File: src/hdl/h2r_pkg.sv
// h2r_pkg: shared item types, constants and codes of the hsl to rgb converter
// no dependencies
`default_nettype none

package h2r_pkg;

  // input item: hue in 1/16 degree, saturation and lightness in q0.8
  typedef struct packed {
    logic [15:0] hue;
    logic [7:0]  saturation;
    logic [7:0]  lightness;
  } h2r_in_t;

  // result item: 8-bit rgb
  typedef struct packed {
    logic [7:0] red;
    logic [7:0] green;
    logic [7:0] blue;
  } h2r_out_t;

  // hue wrap: full circle and one 60 degree sector in 1/16 degree units
  localparam int HueFull       = 5760;
  localparam int HueSector     = 960;
  // hue / 5760 = (hue >> 7) / 45
  localparam int HueShift      = 7;
  localparam int HueFullLow    = HueFull >> HueShift;
  localparam int HueRecipShift = 12;
  localparam int HueRecip      = (1 << HueRecipShift) / HueFullLow;

  // half of the sector width, used as the chroma and offset weight
  localparam int ChromaHalf    = HueSector / 2;
  // common denominator of the channel quotient: 480 * 510
  localparam int DivDenom      = ChromaHalf * 510;
  localparam int DivShift      = 6;
  localparam int DivLow        = DivDenom >> DivShift;
  localparam int DivRecipShift = 31;
  localparam longint DivRecipL = (longint'(1) << DivRecipShift) / longint'(DivLow);
  localparam logic [19:0] DivRecip = 20'(DivRecipL);

  // the six 60 degree sectors
  typedef enum logic [2:0] {
    SecRedYel  = 3'd0,
    SecYelGrn  = 3'd1,
    SecGrnCyan = 3'd2,
    SecCyanBlu = 3'd3,
    SecBluMag  = 3'd4,
    SecMagRed  = 3'd5
  } h2r_sector_e;

  // per-stage advance enables of the pipeline
  typedef struct packed {
    logic s1;
    logic s2;
    logic s3;
    logic s4;
    logic s5;
    logic s6;
  } h2r_en_t;

endpackage

`default_nettype wire

File: src/hdl/h2r_front.sv
// h2r_front: stages 1 and 2, hue wrap, sector split and chroma numerator
// depends on h2r_pkg
`default_nettype none

module h2r_front (
  input  logic              clk_i,
  input  h2r_pkg::h2r_en_t  en_i,
  input  h2r_pkg::h2r_in_t  in_data_i,
  output logic [15:0]       cn_o,
  output logic [2:0]        sector_o,
  output logic signed [10:0] k_o,
  output logic [7:0]        light_o
);
  import h2r_pkg::*;

  // stage 1 signals
  logic [8:0]  hx;
  logic [15:0] est_prod;
  logic [3:0]  est1;
  logic [8:0]  rem1;
  logic [3:0]  quo1;
  logic [15:0] wrap_sub;
  logic [8:0]  twol;
  logic [7:0]  lum_dev;
  logic [12:0] h1_d, h1_q;
  logic [7:0]  s1_q, l1_q;
  logic [7:0]  cw1_d, cw1_q;

  // stage 2 signals
  logic [2:0]  sec2_d;
  logic [12:0] base2;
  logic [9:0]  f2;
  logic [10:0] g2;
  logic [15:0] cn2_d;
  logic signed [10:0] k2_d;
  logic [15:0] cn2_q;
  logic [2:0]  sec2_q;
  logic signed [10:0] k2_q;
  logic [7:0]  l2_q;

  // hue mod 5760 through a reciprocal estimate and one correction
  always_comb begin
    hx       = in_data_i.hue[15:HueShift];
    est_prod = 16'(hx) * 16'(HueRecip);
    est1     = est_prod[HueRecipShift +: 4];
    rem1     = hx - 9'(est1 * 9'(HueFullLow));
    quo1     = (rem1 >= 9'(HueFullLow)) ? est1 + 4'd1 : est1;
    wrap_sub = in_data_i.hue - 16'(quo1 * 16'(HueFull));
    h1_d     = wrap_sub[12:0];
    twol     = {in_data_i.lightness, 1'b0};
    lum_dev  = (twol >= 9'd255) ? 8'(twol - 9'd255) : 8'(9'd255 - twol);
    cw1_d    = 8'd255 - lum_dev;
  end

  always_ff @(posedge clk_i) begin
    if (en_i.s1) begin
      h1_q  <= h1_d;
      s1_q  <= in_data_i.saturation;
      l1_q  <= in_data_i.lightness;
      cw1_q <= cw1_d;
    end
  end

  // sector and position inside it, chroma numerator
  always_comb begin
    priority if (h1_q < 13'(HueSector))     sec2_d = SecRedYel;
    else if     (h1_q < 13'(2 * HueSector)) sec2_d = SecYelGrn;
    else if     (h1_q < 13'(3 * HueSector)) sec2_d = SecGrnCyan;
    else if     (h1_q < 13'(4 * HueSector)) sec2_d = SecCyanBlu;
    else if     (h1_q < 13'(5 * HueSector)) sec2_d = SecBluMag;
    else                                    sec2_d = SecMagRed;
    base2 = 13'(sec2_d * 13'(HueSector));
    f2    = 10'(h1_q - base2);
    // odd sectors run the second component downward
    g2    = sec2_d[0] ? 11'(HueSector) - 11'(f2) : 11'(f2);
    k2_d  = $signed(g2) - 11'sd480;
    cn2_d = 16'(cw1_q) * 16'(s1_q);
  end

  always_ff @(posedge clk_i) begin
    if (en_i.s2) begin
      cn2_q  <= cn2_d;
      sec2_q <= sec2_d;
      k2_q   <= k2_d;
      l2_q   <= l1_q;
    end
  end

  assign cn_o     = cn2_q;
  assign sector_o = sec2_q;
  assign k_o      = k2_q;
  assign light_o  = l2_q;

endmodule

`default_nettype wire

File: src/hdl/h2r_mix.sv
// h2r_mix: stages 3 and 4, component products and per-channel dividend
// depends on h2r_pkg
`default_nettype none

module h2r_mix (
  input  logic               clk_i,
  input  h2r_pkg::h2r_en_t   en_i,
  input  logic [15:0]        cn_i,
  input  logic [2:0]         sector_i,
  input  logic signed [10:0] k_i,
  input  logic [7:0]         light_i,
  output logic [2:0][18:0]   y_o,
  output logic [2:0]         neg_o,
  output logic [7:0]         light_o
);
  import h2r_pkg::*;

  localparam logic [2:0] SelC = 3'b001;
  localparam logic [2:0] SelX = 3'b010;
  localparam logic [2:0] SelZ = 3'b100;

  logic signed [27:0] pk_full;
  logic signed [25:0] pk3_q;
  logic [24:0]        pc3_d, pc3_q;
  logic [2:0]         sec3_q;
  logic [7:0]         l3_q;

  logic [25:0]        mag_x;
  logic [25:0]        bias_x, bias_z;
  logic [18:0]        y_c, y_x, y_z;
  logic               neg_x;
  logic [2:0][2:0]    sel;
  logic [2:0][18:0]   y4_d, y4_q;
  logic [2:0]         neg4_d, neg4_q;
  logic [7:0]         l4_q;

  always_comb begin
    pk_full = $signed({1'b0, cn_i}) * k_i;
    pc3_d   = 25'(cn_i) * 25'(ChromaHalf);
  end

  always_ff @(posedge clk_i) begin
    if (en_i.s3) begin
      pk3_q  <= 26'(pk_full);
      pc3_q  <= pc3_d;
      sec3_q <= sector_i;
      l3_q   <= light_i;
    end
  end

  // floor of a negative quotient: bias the magnitude up by denom - 1
  always_comb begin
    neg_x  = pk3_q[25];
    mag_x  = neg_x ? 26'(-pk3_q) : 26'(pk3_q);
    bias_x = mag_x + (neg_x ? 26'(DivDenom - 1) : 26'd0);
    bias_z = 26'(pc3_q) + 26'(DivDenom - 1);
    y_c    = 19'(pc3_q >> DivShift);
    y_x    = 19'(bias_x >> DivShift);
    y_z    = 19'(bias_z >> DivShift);

    // channel order: red, green, blue at index 2, 1, 0
    unique case (sec3_q)
      SecRedYel:  sel = {SelC, SelX, SelZ};
      SecYelGrn:  sel = {SelX, SelC, SelZ};
      SecGrnCyan: sel = {SelZ, SelC, SelX};
      SecCyanBlu: sel = {SelZ, SelX, SelC};
      SecBluMag:  sel = {SelX, SelZ, SelC};
      default:    sel = {SelC, SelZ, SelX};
    endcase

    for (int i = 0; i < 3; i++) begin
      unique case (sel[i])
        SelC: begin
          y4_d[i]   = y_c;
          neg4_d[i] = 1'b0;
        end
        SelX: begin
          y4_d[i]   = y_x;
          neg4_d[i] = neg_x;
        end
        default: begin
          y4_d[i]   = y_z;
          neg4_d[i] = 1'b1;
        end
      endcase
    end
  end

  always_ff @(posedge clk_i) begin
    if (en_i.s4) begin
      y4_q   <= y4_d;
      neg4_q <= neg4_d;
      l4_q   <= l3_q;
    end
  end

  assign y_o     = y4_q;
  assign neg_o   = neg4_q;
  assign light_o = l4_q;

endmodule

`default_nettype wire

File: src/hdl/h2r_chan_div.sv
// h2r_chan_div: stages 5 and 6 of one channel, quotient by the constant
// denominator, offset by lightness and clamp; depends on h2r_pkg
`default_nettype none

module h2r_chan_div (
  input  logic             clk_i,
  input  h2r_pkg::h2r_en_t en_i,
  input  logic [18:0]      y_i,
  input  logic             neg_i,
  input  logic [7:0]       light_i,
  output logic [7:0]       chan_o
);
  import h2r_pkg::*;

  logic [38:0] prod5;
  logic [7:0]  est5_d, est5_q;
  logic [18:0] y5_q;
  logic        neg5_q;
  logic [7:0]  l5_q;

  logic [19:0] back6;
  logic [19:0] rem6;
  logic [8:0]  quo6;
  logic signed [10:0] val6;
  logic [7:0]  ch6_d, ch6_q;

  // reciprocal estimate, low by at most one
  always_comb begin
    prod5  = 39'(y_i) * 39'(DivRecip);
    est5_d = 8'(prod5 >> DivRecipShift);
  end

  always_ff @(posedge clk_i) begin
    if (en_i.s5) begin
      est5_q <= est5_d;
      y5_q   <= y_i;
      neg5_q <= neg_i;
      l5_q   <= light_i;
    end
  end

  always_comb begin
    back6 = 20'(est5_q) * 20'(DivLow);
    rem6  = 20'(y5_q) - back6;
    quo6  = (rem6 >= 20'(DivLow)) ? 9'(est5_q) + 9'd1 : 9'(est5_q);
    val6  = neg5_q ? $signed(11'(l5_q)) - $signed(11'(quo6))
                   : $signed(11'(l5_q)) + $signed(11'(quo6));
    priority if (val6 < 11'sd0)   ch6_d = 8'd0;
    else if     (val6 > 11'sd255) ch6_d = 8'd255;
    else                          ch6_d = val6[7:0];
  end

  always_ff @(posedge clk_i) begin
    if (en_i.s6) begin
      ch6_q <= ch6_d;
    end
  end

  assign chan_o = ch6_q;

endmodule

`default_nettype wire

File: src/hdl/hsl_to_rgb_converter_core.sv
// hsl_to_rgb_converter_core: top level of the hsl to rgb color converter
// depends on h2r_pkg, h2r_front, h2r_mix and h2r_chan_div
//
// Converts one hsl color per item into 8-bit rgb. Hue is in 1/16 degree
// units and wraps modulo 360 degrees; saturation and lightness are q0.8
// with 255 meaning 1.0. Results are exact: each channel is the truncated
// (component + offset) * 255, clamped to 0..255. The block is a six stage
// pipeline that takes one item per clock while in_stall_o is low. Each stage
// holds one item and a valid bit; a stalled output only holds the stages
// behind it that are full, so empty stages keep taking new items and the
// input stalls only once every stage ahead is occupied. Stages: hue wrap and
// lightness distance, sector split and chroma product, component products,
// per-channel dividend, reciprocal quotient estimate, correction with offset
// and clamp into the output register.
`default_nettype none

module hsl_to_rgb_converter_core (
  input  logic              clk_i,
  input  logic              rst_ni,
  input  logic              in_valid_i,
  output logic              in_stall_o,
  input  h2r_pkg::h2r_in_t  in_data_i,
  output logic              out_valid_o,
  input  logic              out_stall_i,
  output h2r_pkg::h2r_out_t out_data_o
);
  import h2r_pkg::*;

  // valid bit of each stage, index 0 is stage 1
  logic [5:0] valid_d, valid_q;
  h2r_en_t    en;

  // stage 2 outputs
  logic [15:0]        cn;
  logic [2:0]         sector;
  logic signed [10:0] k;
  logic [7:0]         light2;

  // stage 4 outputs
  logic [2:0][18:0]   y;
  logic [2:0]         neg;
  logic [7:0]         light4;

  // a stage advances when it is empty or the stage ahead advances
  always_comb begin
    en.s6 = !valid_q[5] || !out_stall_i;
    en.s5 = !valid_q[4] || en.s6;
    en.s4 = !valid_q[3] || en.s5;
    en.s3 = !valid_q[2] || en.s4;
    en.s2 = !valid_q[1] || en.s3;
    en.s1 = !valid_q[0] || en.s2;
  end

  // valid bits follow the items through the stages
  always_comb begin
    valid_d    = valid_q;
    if (en.s1) valid_d[0] = in_valid_i;
    if (en.s2) valid_d[1] = valid_q[0];
    if (en.s3) valid_d[2] = valid_q[1];
    if (en.s4) valid_d[3] = valid_q[2];
    if (en.s5) valid_d[4] = valid_q[3];
    if (en.s6) valid_d[5] = valid_q[4];
  end

  always_ff @(posedge clk_i or negedge rst_ni) begin
    if (!rst_ni) begin
      valid_q <= '0;
    end else begin
      valid_q <= valid_d;
    end
  end

  h2r_front u_front (
    .clk_i     (clk_i),
    .en_i      (en),
    .in_data_i (in_data_i),
    .cn_o      (cn),
    .sector_o  (sector),
    .k_o       (k),
    .light_o   (light2)
  );

  h2r_mix u_mix (
    .clk_i    (clk_i),
    .en_i     (en),
    .cn_i     (cn),
    .sector_i (sector),
    .k_i      (k),
    .light_i  (light2),
    .y_o      (y),
    .neg_o    (neg),
    .light_o  (light4)
  );

  // one divider lane per channel
  h2r_chan_div u_div_red (
    .clk_i   (clk_i),
    .en_i    (en),
    .y_i     (y[2]),
    .neg_i   (neg[2]),
    .light_i (light4),
    .chan_o  (out_data_o.red)
  );

  h2r_chan_div u_div_green (
    .clk_i   (clk_i),
    .en_i    (en),
    .y_i     (y[1]),
    .neg_i   (neg[1]),
    .light_i (light4),
    .chan_o  (out_data_o.green)
  );

  h2r_chan_div u_div_blue (
    .clk_i   (clk_i),
    .en_i    (en),
    .y_i     (y[0]),
    .neg_i   (neg[0]),
    .light_i (light4),
    .chan_o  (out_data_o.blue)
  );

  assign in_stall_o  = !en.s1;
  assign out_valid_o = valid_q[5];

endmodule

`default_nettype wire

File: config.mk
export PLATFORM = sky130hd
export DESIGN_NAME = hsl_to_rgb_converter_core
export DESIGN_NICKNAME = d
export VERILOG_FILES = /design/src/hdl/h2r_pkg.sv /design/src/hdl/h2r_front.sv /design/src/hdl/h2r_mix.sv /design/src/hdl/h2r_chan_div.sv /design/src/hdl/hsl_to_rgb_converter_core.sv
export SDC_FILE = /design/constraint.sdc
export NUM_CORES = 2
export LEC_CHECK = 0
export BUFFER_PORTS_ARGS = -buffer_cell sky130_fd_sc_hd__buf_2
export CORE_MARGIN = 2
export CORE_UTILIZATION = 35
export DETAILED_ROUTE_END_ITERATION = 16
export GPL_ROUTABILITY_DRIVEN = 0
export PLACE_DENSITY = 0.52
export SYNTH_ARGS = -nofsm -noshare
export SYNTH_HDL_FRONTEND = slang
export SYNTH_SLANG_ARGS = --single-unit
export TNS_END_PERCENT = 100
File: constraint.sdc
create_clock -name clk_i -period 8.7 [get_ports clk_i]
set_input_delay 2.175 -clock clk_i [delete_from_list [all_inputs] [get_ports clk_i]]
set_output_delay 2.175 -clock clk_i [all_outputs]
set_load 0.05 [all_outputs]
# Word level (Yosys, flattened, before mapping)

Index checks and enable logic that the tools add are counted.

Register bits: 322
Input port bits: 36
Logic and storage cells: 140

Add/subtract/negate cells: 24
Multiply operators: 13
$lt $le $gt $ge: 16
Equality and inequality tests: 10
Muxes and demuxes: 26
Reductions and logical operators: 15

Operators by type and width:

| kind                     | count |
|---|---|
| $mul A19 B20 Y39 const B | 3 |
| $pmux W19 S2             | 3 |
| $ge A20 B12 Y1 const B   | 3 |
| $mul A8 B12 Y20 const B  | 3 |
| $sub A19 B20 Y20         | 3 |
| $pmux W9 S5              | 1 |
| $mux W11                 | 4 |
| $gt A11 B9 Y1 const B    | 3 |
| $lt A11 B1 Y1 const B    | 3 |
| $mux W8                  | 4 |
| $add A8 B9 Y10           | 3 |
| $sub A8 B9 Y10           | 3 |
| $add A8 B1 Y9 const B    | 3 |
| $mux W9                  | 3 |
| $lt A13 B12 Y1 const B   | 2 |
| $mul A17 B11 Y26         | 1 |
| $add A25 B18 Y25 const B | 1 |
| $add A25 B25 Y25         | 1 |
| $mux W25                 | 1 |
| $neg A25 Y25             | 1 |
| $mul A16 B4 Y20 const B  | 1 |
| $mux W18                 | 1 |
| $mul A8 B8 Y16           | 1 |
| $mul A9 B7 Y16 const B   | 1 |
| 26 further kinds         | 51 |

# Depth between registers and ports, before layout

Word-level depth: 11
Gate-level depth with buffers: 42
Depth with buffers taken out: 42

# Modules after synthesis

Synthesis repeated with hierarchy kept, for this count alone.

Cell total of the unflattened synthesis: 4963
Area, all modules: 49185.9 µm²

By module, submodules not included:

| module                      | times used | cells an instance | area an instance (µm²) |
|---|---|---|---|
| h2r_mix                     | 1          | 1478              | 14133.6 |
| h2r_chan_div at u_div_green | 1          | 961               | 9334.0 |
| h2r_chan_div at u_div_blue  | 1          | 937               | 9238.9 |
| h2r_chan_div at u_div_red   | 1          | 931               | 9237.6 |
| h2r_front                   | 1          | 635               | 6999.2 |
| hsl_to_rgb_converter_core   | 1          | 21                | 242.7 |

# Worst setup path before layout

OpenSTA, ideal clock, no wires.

Path kind: input to register
Start: input in_data_i[27] (netlist bit)
End: register u_front.h1_q[12] (data pin)
Setup time: 0.262 ns
Arrival: 10.734 ns
Setup slack: -2.296 ns
Stages on the path: 38
Path through: ha_1 inv_1 fa_1 inv_1 fa_1 inv_1 fa_1 inv_1 ha_1 a21o_1 a21o_1 a21oi_1 o221ai_1 o31a_1 a21oi_1 xnor2_1 ha_1 inv_1 [2 not listed] fa_1 inv_1 ha_1 a21oi_1 nor2_1 o31ai_1 mux2_2 o21ai_0 ha_1 ha_1 ha_1 fa_1 inv_1 ha_1 a21oi_1 xnor2_1 xnor2_1 xnor2_1

Word-level cells in the longest chain between the ends: 7
Elaborated cells on any way between the ends: 8
Classes of those cells: add/sub: 3; mul: 3; order compare: 1; mux: 1

Ends and longest elaborated chain:

| what                     | line                            | text |
|---|---|---|
| from (decl)              | hsl_to_rgb_converter_core.sv:22 | `input h2r_pkg::h2r_in_t in_data_i,` |
| $mul A9 B7 Y16           | h2r_front.sv:44                 | `est_prod = 16'(hx) * 16'(HueRecip);` |
| $mul A4 B6 Y9            | h2r_front.sv:46                 | `rem1 = hx - 9'(est1 * 9'(HueFullLow));` |
| $sub A9 B9 Y9            | h2r_front.sv:46                 |  |
| $ge A9 B6 Y1             | h2r_front.sv:47                 | `quo1 = (rem1 >= 9'(HueFullLow)) ? est1 + 4'd1 : est1;` |
| $mux W4                  | h2r_front.sv:47                 |  |
| $mul A4 B6 Y6            | h2r_front.sv:48                 | `wrap_sub = in_data_i.hue - 16'(quo1 * 16'(HueFull));` |
| $sub A13 B13 Y13 *       | h2r_front.sv:48                 |  |
| via u_front.wrap_sub[12] | h2r_front.sv:22                 | `logic [15:0] wrap_sub;` |
| to (signal assigned)     | h2r_front.sv:57                 | `h1_q <= h1_d;` |
| to (decl)                | h2r_front.sv:25                 | `logic [12:0] h1_d, h1_q;` |

The timed path passes the listed nets; every way through them passes the cells marked *.
A chain may end at the register's enable or synchronous reset.

# Final worst setup path

Same ends and word-level chain as after synthesis.

==> flow_summary.ini <==
[status]
status = complete, but fails checks
violations = setup timing

[synthesis]
synthFlopType = edfxtp_1
synth_seq_cells = 318
synth.distinct_cells = 88
postSynthAreaPerCell_um2 = 9.93
ys_seq_area_frac = 0.204
synth_edf_count = 312
syn_inst = 4701
yosys.area.top_type_share = 0.242
synth.most_common_cell = inv_1
yosysTopAreaCell = ha_1
syn_nets = 6150
synthArstFlopShare = 0.0189
syn_area_um2 = 46700
netlist_top_cells_area = ha_1 (24%), fa_1 (22%), edfxtp_1 (20%)
synth_warnings = 0
synthTopCellsByCount = inv_1 (1,032), ha_1 (902), fa_1 (511)

[sta]
setup_viol = 5
layout_setup_ws_ns = -1.35
worst_slew_pin_slew_ns = 0.957
drv_slew = 0
finalClockSkew_ns = 0.0278
period_share = 1.16
finalHoldViolations = 0
fin_hold_ws_ns = 0.415
max_freq_mhz = 99.5
rsz0062_at_grt = true
period_minus_slack_ns = 10.05
slew_headroom = 0.360

[worst_setup_path]
startpoint = in_data_i[27]
critPathTopFamily = adder cells
worstSetupStartpointType = input port
arrival_ns = 10.39
crit_path_max_fanout = 4
required_ns = 9.04
r2r_start = u_div_green.est5_q[0]$_DFFE_PP_
crit_buf_inv = 9
cp_slowest_cell = fa_1
crit_path_max_incr_delay_ns = 0.53
critPathMostFrequentCell = ha_4
worstSetupPathType = input port to flop
endpoint_kind = flop

[clocking]
clkLatencyLatePin_ns = 0.62
cts_root_buffer = clkbuf_16
clockBufferDepth = 3
numCtsBuffers = 43
clock-sinks = 318
cts_tree = yes
clkTransAtPathRegs_ns = 0.06
htree_levels = 2

[flow_run]
drv_cap = 0

[global_routing]
grt_start_max_net_pins = 70
grt-ovfl-total = 0
antenna_found_initial = 0
grt_pass1_vias = 32800
track_usage = 0.159
grt_pass1_wl_mm = 175

[min_path]
hold_class = flop to flop
hp-start = u_mix.light_o[6]$_DFFE_PP_

[drt]
drtAntennaViolNets = 0
drc = 0
drt_pre_antenna_iters = 5
drt_iter0_drc = 1518
vias = 31800
vias_per_cell = 4.80
drt-met1-wl_mm = 51.4
drt-total-wl_mm = 105
wl_per_cell_um = 15.9
routed-wl-met3_mm = 3.02
route.met2.wl_mm = 49.1
highest_layer = met4

[finish]
nNetsFinal = 6273
multiInputGateArea_um2 = 33400
areaGrowthSynthToFinish_pct = 10.4
fill_cells = 13100
drive_above_1_share = 0.0714
finalNonFillerCells = 6612
num_antenna_cells = 0
seq_area_um2 = 9520

[place]
dp_slack_ns = -2.45
place_hpwl_mm = 86.2
portBuffers = 61
dp.cells = 6525

[floorplan]
rows = 133
die_w_um = 369
die_h_um = 369
pin_count = 62
initial_utilization = 0.354
dieArea_um2 = 136000
coreArea_um2 = 132000
final cells by class:
type,count,share of cell area
Tap cell,1755,0.0426
Timing Repair Buffer,160,0.0210
Multi-Input combinational cell,3267,0.648
Sequential cell,318,0.185
Inverter,1034,0.0755
Clock inverter,28,0.00586
Clock buffer,50,0.0222
routing by layer:
metal / up-vias / track usage
met5: - / 0
met4: 0 / 0.0338
met3: 103 / 0.0157
met2: 430 / 0.265
met1: 15400 / 0.224
li1: 15800 / -
through the flow:
step                 util  TNS [ns]  cell area (um^2)
floorplan               -     -4.90             46800
global placement    0.376     -9.15             49600
detailed placement  0.376     -9.64             49600
CTS                 0.389     -4.03             51400
global route        0.390     -5.25             51500
finish              0.390     -3.60             51500
repair_timing:
item,CTS,global route
hold buffers,0,0
gates resized for setup,39,21
pin swaps,37,32
setup buffers,9,4
endpoints found under the setup margin,6,15
cell usage in the layout (no fill, tap or decap), types with 96 or more instances in the layout:
master / Yosys / final
nand2_1: 241 / 239
nor2_1: 174 / 173
buf_4: 0 / 96
o21ai_0: 176 / 169
fa_1: 511 / 510
and2_1: 137 / 137
a21oi_1: 187 / 183
inv_1: 1032 / 1020
xnor2_1: 156 / 151
edfxtp_1: 312 / 312
ha_1: 902 / 884
final timing paths:
check	slack, ns	cells after the start	endpoint
worst max register to register	0.64	33	u_div_green.chan_o[3]$_SDFFCE_PP0P_
worst min register to register	0.42	0	u_div_red.l5_q[6]$_DFFE_PP_
min in group asynchronous	1.41	1	valid_q[5]$_DFFE_PN0P_
worst max-delay path	-1.35	39	u_front.h1_q[12]$_DFFE_PN_
worst min-delay path	0.42	0	u_div_red.l5_q[6]$_DFFE_PP_
max in group asynchronous	7.07	1	valid_q[0]$_DFFE_PN0N_
worst reg2reg max path: cells and delay by family, from the launching register on:
| family | cells | cell delay, ns |
|---|---|---|
| AO/OA/AOI/OAI | 14 | 2.78 |
| buffers and inverters | 8 | 0.82 |
| AND/OR/NAND/NOR | 5 | 1.22 |
| flip-flops | 1 | 0.36 |
| adder cells (fa/ha/maj) | 6 | 2.58 |
state kept, by name, indices dropped and copies added, names as in the netlist, 13 cells and up:
register,count
u_mix.y_o,57
u_mix.pk3_q,25
u_div_blue.y5_q,19
u_div_green.y5_q,19
u_div_red.y5_q,19
u_mix.pc3_q,19
u_front.cn_o,15
u_front.h1_q,13
cells by family (layout without fill, tap and decap cells):
group                      after synthesis  count (layout)  share of synthesized area
and+or+nand+nor                        866             866                     0.0934
buffers and inverters                 1116            1272                     0.0902
AOI/OAI and AO/OA                      740             740                      0.104
DFF                                    318             318                      0.204
muxes                                   18              18                    0.00405
xor gates and xnor gates               230             230                     0.0437
adders and majority gates             1413            1413                      0.461
Power is not shown: default switching activity piles up to over one toggle a cycle in this logic, so the estimate is an artifact.
